### src/sv/cal_pkg.sv
// shared types, constants and tables for the led calendar scan block
`default_nettype none
package cal_pkg;

  localparam int unsigned MONTHS     = 12;
  localparam int unsigned MONTH_W    = 4;
  localparam int unsigned DAY_W      = 5;
  localparam int unsigned DAYS_W     = 31;
  localparam int unsigned COL_W      = 12;
  localparam int unsigned CFG_W      = 8;
  localparam logic [7:0]  BRIGHT_MAX = 8'd200;
  localparam logic [7:0]  CMP_NONE   = 8'd255;
  localparam logic [MONTH_W-1:0] LAST_MONTH = 4'(MONTHS - 1);
  localparam logic [DAY_W-1:0]   LAST_DAY   = 5'd30;

  typedef enum logic [1:0] {
    OP_TICK   = 2'd0,
    OP_SET    = 2'd1,
    OP_CLEAR  = 2'd2,
    OP_TOGGLE = 2'd3
  } op_t;

  typedef enum logic {
    REG_STREAK_MODE = 1'b0,
    REG_BRIGHTNESS  = 1'b1
  } reg_idx_t;

  typedef enum logic [2:0] {
    ST_IDLE,
    ST_TICK,
    ST_EDIT,
    ST_WALK_RD,
    ST_WALK_DAY
  } state_t;

  typedef struct packed {
    logic               clr;
    logic               step;
    logic               lit;
    logic [MONTH_W-1:0] month;
    logic [DAY_W-1:0]   day;
  } streak_step_t;

  // index of the last day of each month
  function automatic logic [DAY_W-1:0] month_last(input logic [MONTH_W-1:0] m);
    logic [DAY_W-1:0] r;
    case (m)
      4'd1:    r = 5'd27;
      4'd3:    r = 5'd29;
      4'd5:    r = 5'd29;
      4'd8:    r = 5'd29;
      4'd10:   r = 5'd29;
      default: r = 5'd30;
    endcase
    return r;
  endfunction

endpackage
`default_nettype wire

### src/sv/cal_ram.sv
// generic single write port ram with registered read
`default_nettype none
module cal_ram #(
  parameter int unsigned WIDTH = 31,
  parameter int unsigned DEPTH = 12
) (
  input  wire logic                     clk,
  input  wire logic                     we,
  input  wire logic [$clog2(DEPTH)-1:0] waddr,
  input  wire logic [WIDTH-1:0]         wdata,
  input  wire logic [$clog2(DEPTH)-1:0] raddr,
  output logic      [WIDTH-1:0]         rdata
);

  logic [WIDTH-1:0] mem [DEPTH];

  always_ff @(posedge clk) begin
    if (we) begin
      mem[waddr] <= wdata;
    end
    rdata <= mem[raddr];
  end

endmodule
`default_nettype wire

### src/sv/cal_streak.sv
// streak tracker: first and last day of the latest lit run, rendered per column
`default_nettype none
module cal_streak (
  input  wire logic                          clk,
  input  wire logic                          rst,
  input  wire cal_pkg::streak_step_t         ctl,
  input  wire logic [cal_pkg::MONTH_W-1:0]   col,
  output logic      [cal_pkg::DAYS_W-1:0]    render_bits
);
  import cal_pkg::*;

  logic               in_run;
  logic               have_run;
  logic [MONTH_W-1:0] s_m;
  logic [DAY_W-1:0]   s_d;
  logic [MONTH_W-1:0] e_m;
  logic [DAY_W-1:0]   e_d;

  always_ff @(posedge clk) begin
    if (rst) begin
      in_run   <= 1'b0;
      have_run <= 1'b0;
    end else if (ctl.clr) begin
      in_run   <= 1'b0;
      have_run <= 1'b0;
    end else if (ctl.step) begin
      if (ctl.lit) begin
        if (!in_run) begin
          s_m      <= ctl.month;
          s_d      <= ctl.day;
          have_run <= 1'b1;
        end
        in_run <= 1'b1;
        e_m    <= ctl.month;
        e_d    <= ctl.day;
      end else begin
        in_run <= 1'b0;
      end
    end
  end

  always_comb begin
    render_bits = '0;
    if (have_run && s_m == col) begin
      render_bits = render_bits | (DAYS_W'(1) << s_d);
    end
    if (have_run && e_m == col) begin
      render_bits = render_bits | (DAYS_W'(1) << e_d);
    end
  end

endmodule
`default_nettype wire

### src/sv/calendar_led_matrix_scan_with_streak_top.sv
// top level of the led calendar: scan timer, day store, edit sequencer
// usage:
//   start/busy command channel carries op, month, day; a transaction is taken
//   when start is high and busy is low.
//   each transaction gives exactly one result, shown for one cycle with done
//   high; the receiver cannot stall, so it must take the result in that cycle.
//   timer tick: the day store row of the active column is read as the command
//   is taken, the tick state then forms the registered result; a new command
//   can be taken in the done cycle.
//   out-of-range edit: result the next cycle, busy stays low.
//   valid edit: a read-modify-write state, then the streak walk over the year,
//   one step per calendar day plus one row read per month through the single
//   ram read port, busy throughout, result in the cycle after.
//   cfg_we/cfg_index/cfg_data write streak_mode (index 0) and brightness_setting
//   (index 1); the user must write them only while idle, the block does not enforce it.
//   reset (rst, synchronous): day store reads as zero through per-row valid
//   bits, streak render empty, timer and column zero, leds blanked,
//   watchdog line high, streak_mode 0, brightness 128.
`default_nettype none
module calendar_led_matrix_scan_with_streak_top (
  input  wire logic                        clk,
  input  wire logic                        rst,
  input  wire logic                        start,
  output logic                             busy,
  input  wire logic [1:0]                  op,
  input  wire logic [cal_pkg::MONTH_W-1:0] month,
  input  wire logic [cal_pkg::DAY_W-1:0]   day,
  input  wire logic                        cfg_we,
  input  wire logic                        cfg_index,
  input  wire logic [cal_pkg::CFG_W-1:0]   cfg_data,
  output logic                             done,
  output logic                             frame_valid,
  output logic [cal_pkg::COL_W-1:0]        column_onehot,
  output logic [cal_pkg::DAYS_W-1:0]       day_bits,
  output logic                             leds_on,
  output logic                             watchdog_level,
  output logic                             day_state
);
  import cal_pkg::*;

  state_t             state, state_next;
  op_t                op_q, op_q_next;
  logic [MONTH_W-1:0] month_q, month_q_next;
  logic [DAY_W-1:0]   day_q, day_q_next;
  logic [MONTH_W-1:0] walk_m, walk_m_next;
  logic [DAY_W-1:0]   walk_d, walk_d_next;
  logic               dstate, dstate_next;

  logic [7:0]         timer_count, timer_count_next;
  logic [MONTH_W-1:0] active_column, active_column_next;
  logic               leds_flag, leds_flag_next;
  logic               wd_line, wd_line_next;
  logic               streak_mode;
  logic [7:0]         brightness;

  logic               done_next, fv_next, leds_on_next, wd_out_next, day_state_next;
  logic [COL_W-1:0]   col_next;
  logic [DAYS_W-1:0]  bits_next;

  logic [MONTHS-1:0]  row_valid;
  logic               rvalid;
  logic               ram_we;
  logic [MONTH_W-1:0] ram_waddr, ram_raddr;
  logic [DAYS_W-1:0]  ram_wdata, ram_rdata, word, new_word;
  logic [DAYS_W-1:0]  render_bits;
  streak_step_t       sctl;

  logic               accept, edit_ok;
  logic [7:0]         bclamp, cmp, tnext;
  logic [MONTH_W-1:0] col;

  cal_ram #(.WIDTH(DAYS_W), .DEPTH(MONTHS)) u_day_store (
    .clk   (clk),
    .we    (ram_we),
    .waddr (ram_waddr),
    .wdata (ram_wdata),
    .raddr (ram_raddr),
    .rdata (ram_rdata)
  );

  cal_streak u_streak (
    .clk         (clk),
    .rst         (rst),
    .ctl         (sctl),
    .col         (col),
    .render_bits (render_bits)
  );

  assign busy    = (state != ST_IDLE);
  assign accept  = start && !busy;
  assign edit_ok = (month <= LAST_MONTH) && (day <= LAST_DAY);
  assign word    = rvalid ? ram_rdata : '0;
  assign bclamp  = (brightness > BRIGHT_MAX) ? BRIGHT_MAX : brightness;
  assign cmp     = CMP_NONE - bclamp;
  assign tnext   = timer_count + 8'd1;
  assign col     = (active_column <= LAST_MONTH) ? active_column : '0;

  always_comb begin
    case (op_q)
      OP_SET:    new_word = word | (DAYS_W'(1) << day_q);
      OP_CLEAR:  new_word = word & ~(DAYS_W'(1) << day_q);
      OP_TOGGLE: new_word = word ^ (DAYS_W'(1) << day_q);
      default:   new_word = word;
    endcase
  end

  always_ff @(posedge clk) begin
    if (rst) begin
      row_valid <= '0;
    end else if (ram_we) begin
      row_valid[ram_waddr] <= 1'b1;
    end
    rvalid <= row_valid[ram_raddr];
  end

  always_ff @(posedge clk) begin
    if (rst) begin
      streak_mode <= 1'b0;
      brightness  <= 8'd128;
    end else if (cfg_we) begin
      case (cfg_index)
        REG_STREAK_MODE: streak_mode <= cfg_data[0];
        REG_BRIGHTNESS:  brightness  <= cfg_data;
        default: ;
      endcase
    end
  end

  always_ff @(posedge clk) begin
    if (rst) begin
      state         <= ST_IDLE;
      timer_count   <= '0;
      active_column <= '0;
      leds_flag     <= 1'b0;
      wd_line       <= 1'b1;
      done          <= 1'b0;
    end else begin
      state         <= state_next;
      timer_count   <= timer_count_next;
      active_column <= active_column_next;
      leds_flag     <= leds_flag_next;
      wd_line       <= wd_line_next;
      done          <= done_next;
    end
    op_q           <= op_q_next;
    month_q        <= month_q_next;
    day_q          <= day_q_next;
    walk_m         <= walk_m_next;
    walk_d         <= walk_d_next;
    dstate         <= dstate_next;
    frame_valid    <= fv_next;
    column_onehot  <= col_next;
    day_bits       <= bits_next;
    leds_on        <= leds_on_next;
    watchdog_level <= wd_out_next;
    day_state      <= day_state_next;
  end

  always_comb begin
    state_next         = state;
    op_q_next          = op_q;
    month_q_next       = month_q;
    day_q_next         = day_q;
    walk_m_next        = walk_m;
    walk_d_next        = walk_d;
    dstate_next        = dstate;
    timer_count_next   = timer_count;
    active_column_next = active_column;
    leds_flag_next     = leds_flag;
    wd_line_next       = wd_line;
    done_next          = 1'b0;
    fv_next            = frame_valid;
    col_next           = column_onehot;
    bits_next          = day_bits;
    leds_on_next       = leds_on;
    wd_out_next        = watchdog_level;
    day_state_next     = day_state;
    ram_we             = 1'b0;
    ram_waddr          = month_q;
    ram_wdata          = new_word;
    ram_raddr          = walk_m;
    sctl               = '0;
    sctl.month         = walk_m;
    sctl.day           = walk_d;
    sctl.lit           = word[walk_d];

    case (state)
      ST_IDLE: begin
        ram_raddr = (op_t'(op) == OP_TICK) ? col : (edit_ok ? month : '0);
        if (accept) begin
          op_q_next    = op_t'(op);
          month_q_next = month;
          day_q_next   = day;
          if (op_t'(op) == OP_TICK) begin
            state_next = ST_TICK;
          end else if (edit_ok) begin
            state_next = ST_EDIT;
          end else begin
            // ignored edit
            done_next      = 1'b1;
            fv_next        = 1'b0;
            col_next       = '0;
            bits_next      = '0;
            leds_on_next   = leds_flag;
            wd_out_next    = wd_line;
            day_state_next = 1'b0;
          end
        end
      end
      ST_TICK: begin
        timer_count_next = tnext;
        fv_next          = 1'b0;
        col_next         = '0;
        bits_next        = '0;
        leds_on_next     = leds_flag;
        wd_out_next      = wd_line;
        if (tnext == 8'd0) begin
          leds_on_next       = 1'b0;
          wd_out_next        = !wd_line;
          fv_next            = 1'b1;
          col_next           = COL_W'(1) << col;
          bits_next          = streak_mode ? render_bits : word;
          active_column_next = (col == LAST_MONTH) ? '0 : col + 4'd1;
        end
        if (tnext == cmp && cmp != CMP_NONE) begin
          leds_on_next = 1'b1;
        end
        leds_flag_next = leds_on_next;
        wd_line_next   = wd_out_next;
        done_next      = 1'b1;
        day_state_next = 1'b0;
        state_next     = ST_IDLE;
      end
      ST_EDIT: begin
        ram_we      = 1'b1;
        dstate_next = new_word[day_q];
        sctl.clr    = 1'b1;
        walk_m_next = '0;
        walk_d_next = '0;
        state_next  = ST_WALK_RD;
      end
      ST_WALK_RD: begin
        state_next = ST_WALK_DAY;
      end
      ST_WALK_DAY: begin
        sctl.step = 1'b1;
        if (walk_d == month_last(walk_m)) begin
          walk_d_next = '0;
          if (walk_m == LAST_MONTH) begin
            done_next      = 1'b1;
            fv_next        = 1'b0;
            col_next       = '0;
            bits_next      = '0;
            leds_on_next   = leds_flag;
            wd_out_next    = wd_line;
            day_state_next = dstate;
            state_next     = ST_IDLE;
          end else begin
            walk_m_next = walk_m + 4'd1;
            state_next  = ST_WALK_RD;
          end
        end else begin
          walk_d_next = walk_d + 5'd1;
        end
      end
      default: begin
        state_next = ST_IDLE;
      end
    endcase
  end

endmodule
`default_nettype wire

### config.mk
export PLATFORM = sky130hd
export DESIGN_NAME = calendar_led_matrix_scan_with_streak_top
export DESIGN_NICKNAME = d
export VERILOG_FILES = /design/src/sv/cal_pkg.sv /design/src/sv/cal_ram.sv /design/src/sv/cal_streak.sv /design/src/sv/calendar_led_matrix_scan_with_streak_top.sv
export SDC_FILE = /design/constraint.sdc
export NUM_CORES = 1
export LEC_CHECK = 0
export BUFFER_PORTS_ARGS = -buffer_cell sky130_fd_sc_hd__buf_4
export CAP_MARGIN = 20
export CORE_MARGIN = 4
export CORE_UTILIZATION = 60
export DETAILED_ROUTE_END_ITERATION = 8
export PLACE_DENSITY = 0.77
export SLEW_MARGIN = 20
export SYNTH_ARGS = -nofsm -noshare
export SYNTH_HDL_FRONTEND = slang
export SYNTH_SLANG_ARGS = --single-unit
### constraint.sdc
create_clock -name clk -period 7.15 [get_ports clk]
set_input_delay 2.145 -clock clk [delete_from_list [all_inputs] [get_ports clk]]
set_output_delay 2.145 -clock clk [all_outputs]
set_load 0.01 [all_outputs]
==> results of run 1 <==
per-layer routing:
metal / up-vias / GRT usage (%) / routed length [um]
li1: 6513 / - / -
met1: 7080 / 33.8 / 22000
met2: 552 / 40.3 / 25900
met3: 83 / 4.07 / 3980
met4: 0 / 6.57 / 1290
met5: - / 0 / 0
kinds of logic (layout without fill, tap and decap cells):
| family | Yosys count | count (layout) |
|---|---|---|
| simple gates | 363 | 363 |
| flops | 531 | 531 |
| buf+inv | 179 | 283 |
| compound gates | 222 | 222 |
| fa+ha+maj | 74 | 74 |
| xor+xnor | 25 | 25 |
| mux | 277 | 277 |
worst max-delay path: stages:
cell and delay, ns:
buf_4 0.12, or2_2 0.36, o2111a_1 0.19, o22ai_4 0.13, buf_4 0.45, nor2b_2 0.63
buf_4 0.41, nand2_1 0.10, o221ai_1 0.09
layout by cell type, fill, tap and decap left out, types with 8 or more instances in the layout:
| cell | netlist | layout |
|---|---|---|
| nand3_1 | 18 | 18 |
| o221ai_1 | 31 | 31 |
| ha_1 | 74 | 74 |
| edfxtp_1 | 458 | 458 |
| and2_1 | 20 | 20 |
| xnor2_1 | 15 | 15 |
| xor2_1 | 10 | 10 |
| nor3b_1 | 8 | 8 |
| mux2_2 | 72 | 72 |
| nor2b_1 | 9 | 8 |
| clkbuf_8 | 0 | 8 |
| inv_1 | 82 | 82 |
| mux2i_1 | 146 | 146 |
| nor2_1 | 103 | 94 |
| o21ai_0 | 21 | 21 |
| nor3_1 | 12 | 9 |
| nand2b_1 | 8 | 8 |
| mux4_2 | 59 | 59 |
| a211oi_1 | 37 | 37 |
| and3_1 | 8 | 8 |
| clkbuf_16 | 0 | 52 |
| clkbuf_1 | 42 | 13 |
| nand2_1 | 133 | 133 |
| o211ai_1 | 8 | 8 |
| clkinv_2 | 0 | 14 |
| nor2_4 | 0 | 9 |
| a221oi_1 | 25 | 25 |
| buf_4 | 9 | 97 |
| dfxtp_1 | 73 | 73 |
| a21oi_1 | 39 | 39 |
worst paths after layout:
check | startpoint | slack, ns | endpoint
max | op[1] | 2.99 | u_day_store.rdata[6]$_DFF_P_
min | row_valid[4]$_SDFFE_PP0P_ | 0.47 | row_valid[4]$_SDFFE_PP0P_
max reg2reg | day_q[0]$_DFFE_PP_ | 3.07 | dstate$_DFFE_PP_
min reg2reg | row_valid[4]$_SDFFE_PP0P_ | 0.47 | row_valid[4]$_SDFFE_PP0P_
power by group through the flow:
stage / registers [mW] / logic (mW) / clock network (mW)
after global routing: 3.71 / 1.28 / 2.86
after CTS: 3.70 / 1.19 / 2.72
after global placement: 3.76 / 1.15 / 0
after detailed placement: 3.76 / 1.18 / 0
final: 3.70 / 1.19 / 2.68
after floorplan: 3.68 / 0.890 / 0
sequential cells by signal (all words and copies together) (netlist names), 5 cells and up:
| signal | flops |
|---|---|
| u_day_store.mem | 372 |
| brightness | 8 |
| day_bits | 31 |
| walk_d | 5 |
| u_streak.e_d | 5 |
| row_valid | 12 |
| u_streak.s_d | 5 |
| day_q | 5 |
| u_day_store.rdata | 31 |
| column_onehot | 12 |
| timer_count | 8 |
layout make-up:
cell class	instances	area, um2
sequential	531	15200
fill	2707	12800
timing repair buffer	99	768
tap	525	657
clock inverter	23	230
clock buffer	73	1460
inverter	88	330
multi-input combinational	961	8260
stage by stage:
step	worst slack [ns]	area, um2	instances
4_1_cts	3.05	26900	2300
3_3_place_gp	2.52	25200	2204
5_1_grt	2.89	26900	2300
2_1_floorplan	1.54	24100	1671
3_5_place_dp	2.44	25200	2204
6_report	2.99	26900	2300
==> impl_metrics.tcl, run 1 <==
set metrics [dict create \
    ctsResizeCount 0 \
    hold_viol_final 0 \
    reg2reg_depth 9 \
    fin_crit_ns 4.16 \
    skew_ns 0.0190 \
    cts.sinks 531 \
    synthTopCellsByCount "edfxtp_1, mux2i_1, nand2_1" \
    die_y_um 208 \
    min_path_cells 2 \
    wl_per_cell_um 23.1 \
    avgSynthCellArea_um2 14.4 \
    p_leak_nw 9.63 \
    num_vias 14228 \
    overflow 0 \
    hpwl_um 33700 \
    required_ns 7.65 \
    synth_simple_gate_area_share_pct 7.25 \
    num_rows 73 \
    rsz0062_at_grt "false" \
    start_util_pct 60.6 \
    synth_top_family_by_area "multiplexers" \
    path_class "in -> reg" \
    cp.arrival_ns 4.66 \
    p_switching_mw 1.92 \
    wl_um 53200 \
    syn_to_final_growth_pct 11.7 \
    synth_xor_area_share_pct 0.909 \
    clockPowerShare_pct 35.4 \
    fin_nets 1830 \
    antenna_found_initial 0 \
    yosys.area_share.adder_pct 3.84 \
    ant_nets 0 \
    finalSetupTns_ns 0 \
    cts_buffer_depth 3 \
    synth_top_area_cell "edfxtp_1" \
    yosysSeqAreaShare_pct 63.1 \
    cts-htree-levels 2 \
    cap_viol_max_count 0 \
    synth_enable_flop_cells 458 \
    switching_share_pct 25.4 \
    synth-compound-area-share_pct 6.81 \
    tightest_slew_ns 1.12 \
    numCtsBuffers 51 \
    drive_gt1_share_pct 19.3 \
    yosys.area.top_type_share_pct 57.1 \
    clock_latency_ns 0.59 \
    die_width_um 208 \
    ys_top_cells_by_area "edfxtp_1, dfxtp_1, mux2i_1" \
    endpoint_kind "flop" \
    clock-root-buffer "clkbuf_16" \
    synth_most_common_cell "edfxtp_1" \
    io_buffer_count 72 \
    setup_violations 0 \
    drtPass1Iterations 5 \
    synth_cell_types 78 \
    ys_ff_latch 531 \
    top_level_ports 73 \
    synth_nets 1769 \
    worstSetupStartpointType "input port" \
    power_frac_seq_pct 48.9 \
    vias_per_cell 6.19 \
    synth_ff_type "edfxtp_1" \
    syn_area_um2 24100 \
    yosys_warnings 0 \
    drt_iter0_drc 1281 \
    worst-path-max-fanout 36 \
    drc 0 \
    clk_pin_slew_worst_paths_ns 0.06 \
    power_frac_comb_pct 15.7 \
    status "finished, final reports clean" \
    power.density_nw_per_um2 281 \
    grt_max_degree 88 \
    antennaDiodeCount 0 \
    max_freq_mhz 241 \
    hp-class "reg -> reg" \
    power_mw 7.57 \
    fin_crit_sh_pct 58.1 \
    die_area_um2 43400 \
    ys_async_sr_fraction_pct 0 \
    final_max_slew_viol_count 0 \
    relSlewSlack_pct 25.1 \
    grt_pass1_vias 14013 \
    grt_pass1_wl_um 82100 \
    postLayoutCoreUtil_pct 67.8 \
    post_cts_buffers 0 \
    irDropWorstVdd_mv 0.205 \
    cts_tree "yes" \
    netlist_instances 1671 \
    synth_mux_area_share_pct 14.9 \
    core-area_um2 39700 \
    intPower_mw 5.65 \
    globalplace.congestion 0.962 \
    track_usage_pct 24.3 \
    cts_hold_buf 0 \
    whs_ns 0.472 \
]
Power figures use the tool's default switching activity.
==> inputs of run 2 (changes only) <==
--- a/config.mk
+++ b/config.mk
@@ -8,9 +8,9 @@
 export BUFFER_PORTS_ARGS = -buffer_cell sky130_fd_sc_hd__buf_4
 export CAP_MARGIN = 20
 export CORE_MARGIN = 4
-export CORE_UTILIZATION = 60
+export CORE_UTILIZATION = 56
 export DETAILED_ROUTE_END_ITERATION = 8
-export PLACE_DENSITY = 0.77
+export PLACE_DENSITY = 0.76
 export SLEW_MARGIN = 20
 export SYNTH_ARGS = -nofsm -noshare
 export SYNTH_HDL_FRONTEND = slang
==> constraint.sdc (replaced) <==
create_clock -name clk -period 3.8 [get_ports clk]
set_input_delay 1.14 -clock clk [delete_from_list [all_inputs] [get_ports clk]]
set_output_delay 1.14 -clock clk [all_outputs]
set_load 0.01 [all_outputs]
==> run 2 against run 1 <==
Sequential share of layout area fell by 1.0 points; register-to-register slack got worse by 2.4 ns; clock skew shrank 0.0028 ns; via count is 2.6% higher; setup slack got worse by 2.3 ns; largest cell class unchanged; critical endpoint is now dstate$_DFFE_PP_; final cell count is 2.4% higher; clock power is 93% higher; core utilization fell by 2.8 points.
==> impl_metrics.tcl, run 2 (synthesized netlist as in run 1, its figures left out) <==
set metrics [dict create \
    status "finished, final reports clean" \
    die_width_um 215 \
    critPathSlowestCell "edfxtp_1" \
    cp_top_family "compound AO/OA/AOI/OAI gates" \
    final_common_cell "edfxtp_1" \
    top_register "u_day_store.mem" \
    drt_iter0_drc 1554 \
    maxUsedRoutingLayer "met4" \
    worstReg2RegEnd "dstate$_DFFE_PP_" \
    cp_cell_sequence "inv_1, nand2_1, nor2_1, buf_4, nand2_1, ha_1, nor2_1, a21oi_1, mux2_2, a22oi_1, a41oi_1, a32o_1" \
    grt_max_degree 51 \
    core-area_um2 42200 \
    wl_met2_um 26500 \
    top_level_ports 73 \
    reg2reg_from "day_q[1]$_DFFE_PP_" \
    power.density_nw_per_um2 531 \
    max_freq_mhz 319 \
    overflow 0 \
    setup_violations 0 \
    irDropWorstVdd_mv 0.377 \
    min_path_cells 2 \
    drive_gt1_share_pct 21.2 \
    finalSetupTns_ns 0 \
    path_class "reg -> reg" \
    start_util_pct 57.1 \
    hp-class "reg -> reg" \
    dp_slack_ns 0.513 \
    top_regs "u_day_store.mem: 372 flops, day_bits: 31 flops, u_day_store.rdata: 31 flops" \
    whs_ns 0.466 \
    post_cts_buffers 0 \
    hp-start "row_valid[7]$_SDFFE_PP0P_" \
    critPathBufInv 2 \
    grt_pass1_vias 14287 \
    drt-met1-wl_um 23000 \
    p_leak_nw 9.89 \
    drc 0 \
    ctsResizeCount 0 \
    fin_ws_ns 0.660 \
    cts_hold_buf 0 \
    rsz0062_at_grt "false" \
    fin_crit_sh_pct 82.6 \
    timing.critical_path.slowest_cell_delay_ns 0.53 \
    relSlewSlack_pct 36.2 \
    syn_to_final_growth_pct 13.8 \
    clk_pin_slew_worst_paths_ns 0.07 \
    cts_buffer_depth 3 \
    hold_viol_final 0 \
    vias_per_cell 6.20 \
    wl_um 54700 \
    cts_tree "yes" \
    wl_per_cell_um 23.2 \
    required_ns 4.15 \
    final_max_slew_viol_count 0 \
    skew_ns 0.0162 \
    reg2reg_depth 12 \
    num_rows 75 \
    globalplace.congestion 0.962 \
    io_buffer_count 72 \
    cap_viol_max_count 0 \
    largest_reg_flops 372 \
    cp.arrival_ns 3.49 \
    cts.sinks 531 \
    drtPass1Iterations 6 \
    dr_wl_met3_um 4010 \
    numCtsBuffers 53 \
    hpwl_um 35800 \
    tightest_slew_ns 0.949 \
    fin_nets 1872 \
    worst-path-max-fanout 13 \
    holdPathEnd "row_valid[7]$_SDFFE_PP0P_" \
    rrSetupSlack_ns 0.66 \
    cts-htree-levels 2 \
    clock_latency_ns 0.59 \
    antennaDiodeCount 0 \
    endpoint_kind "flop" \
    antenna_found_initial 0 \
    grt_pass1_wl_um 84000 \
    ant_nets 0 \
    track_usage_pct 23.3 \
    layout_common_cells "edfxtp_1, mux2i_1, nand2_1" \
    die_y_um 215 \
    clock-root-buffer "clkbuf_16" \
    die_area_um2 46400 \
    worstSetupStartpointType "flop" \
    num_vias 14602 \
    fin_crit_ns 3.14 \
]
-- run 2: cell types whose count changed in the layout (fill, tap and decap cells not counted), moves of 4 or more --
cell,delta
clkinv_1,+4
buf_4,+32
buf_12,+8
clkbuf_1,-4
-- run 2: worst max path at each step --
| stage | start | end | slack [ns] | depth (start not counted) |
|---|---|---|---|---|
| floorplan | state[1]$_SDFFE_PP0P_ | u_day_store.mem[8][0]$_DFFE_PP_ | 0.04 | 4 |
| global placement | op[1] | u_day_store.rdata[11]$_DFF_P_ | 0.57 | 8 |
| detailed placement | op[1] | u_day_store.rdata[10]$_DFF_P_ | 0.51 | 9 |
| CTS | day_q[2]$_DFFE_PP_ | dstate$_DFFE_PP_ | 0.70 | 9 |
| global route | day_q[2]$_DFFE_PP_ | dstate$_DFFE_PP_ | 0.50 | 10 |
| finish | day_q[1]$_DFFE_PP_ | dstate$_DFFE_PP_ | 0.66 | 12 |
-- run 2: metal layers --
metal / GRT usage, % / up-vias
li1: - / 6605
met1: 32.9 / 7307
met2: 38.1 / 599
met3: 3.39 / 91
met4: 7.21 / 0
met5: 0 / -
-- run 2: where the power goes --
group / internal, mW / switching [mW]
sequential: 6.69 / 0.288
clock: 3.01 / 2.17
combinational: 1.09 / 1.30
-- run 2: cell type report --
class	count	area, um2
Clock buffer	69	1470
Multi-Input combinational cell	961	8270
Timing Repair Buffer	139	1170
Fill cell	2977	14800
Tap cell	539	674
Inverter	88	330
Clock inverter	29	284
Sequential cell	531	15200
-- run 2: through the flow --
| step | instance area, um2 | power [mW] | instances | util [%] |
|---|---|---|---|---|
| 2_1_floorplan | 24100 | 8.60 | 1671 | - |
| 3_3_place_gp | 25700 | 9.42 | 2258 | 60.8 |
| 3_5_place_dp | 25700 | 9.48 | 2258 | 60.8 |
| 4_1_cts | 27400 | 14.6 | 2356 | 64.9 |
| 5_1_grt | 27400 | 15.1 | 2356 | 64.9 |
| 6_report | 27400 | 14.6 | 2356 | 64.9 |
-- run 2: worst min-delay path, stage by stage (launching register included) --
cell and delay (ns):
dfxtp_1 0.32, nor2_1 0.05, nor2_1 0.06
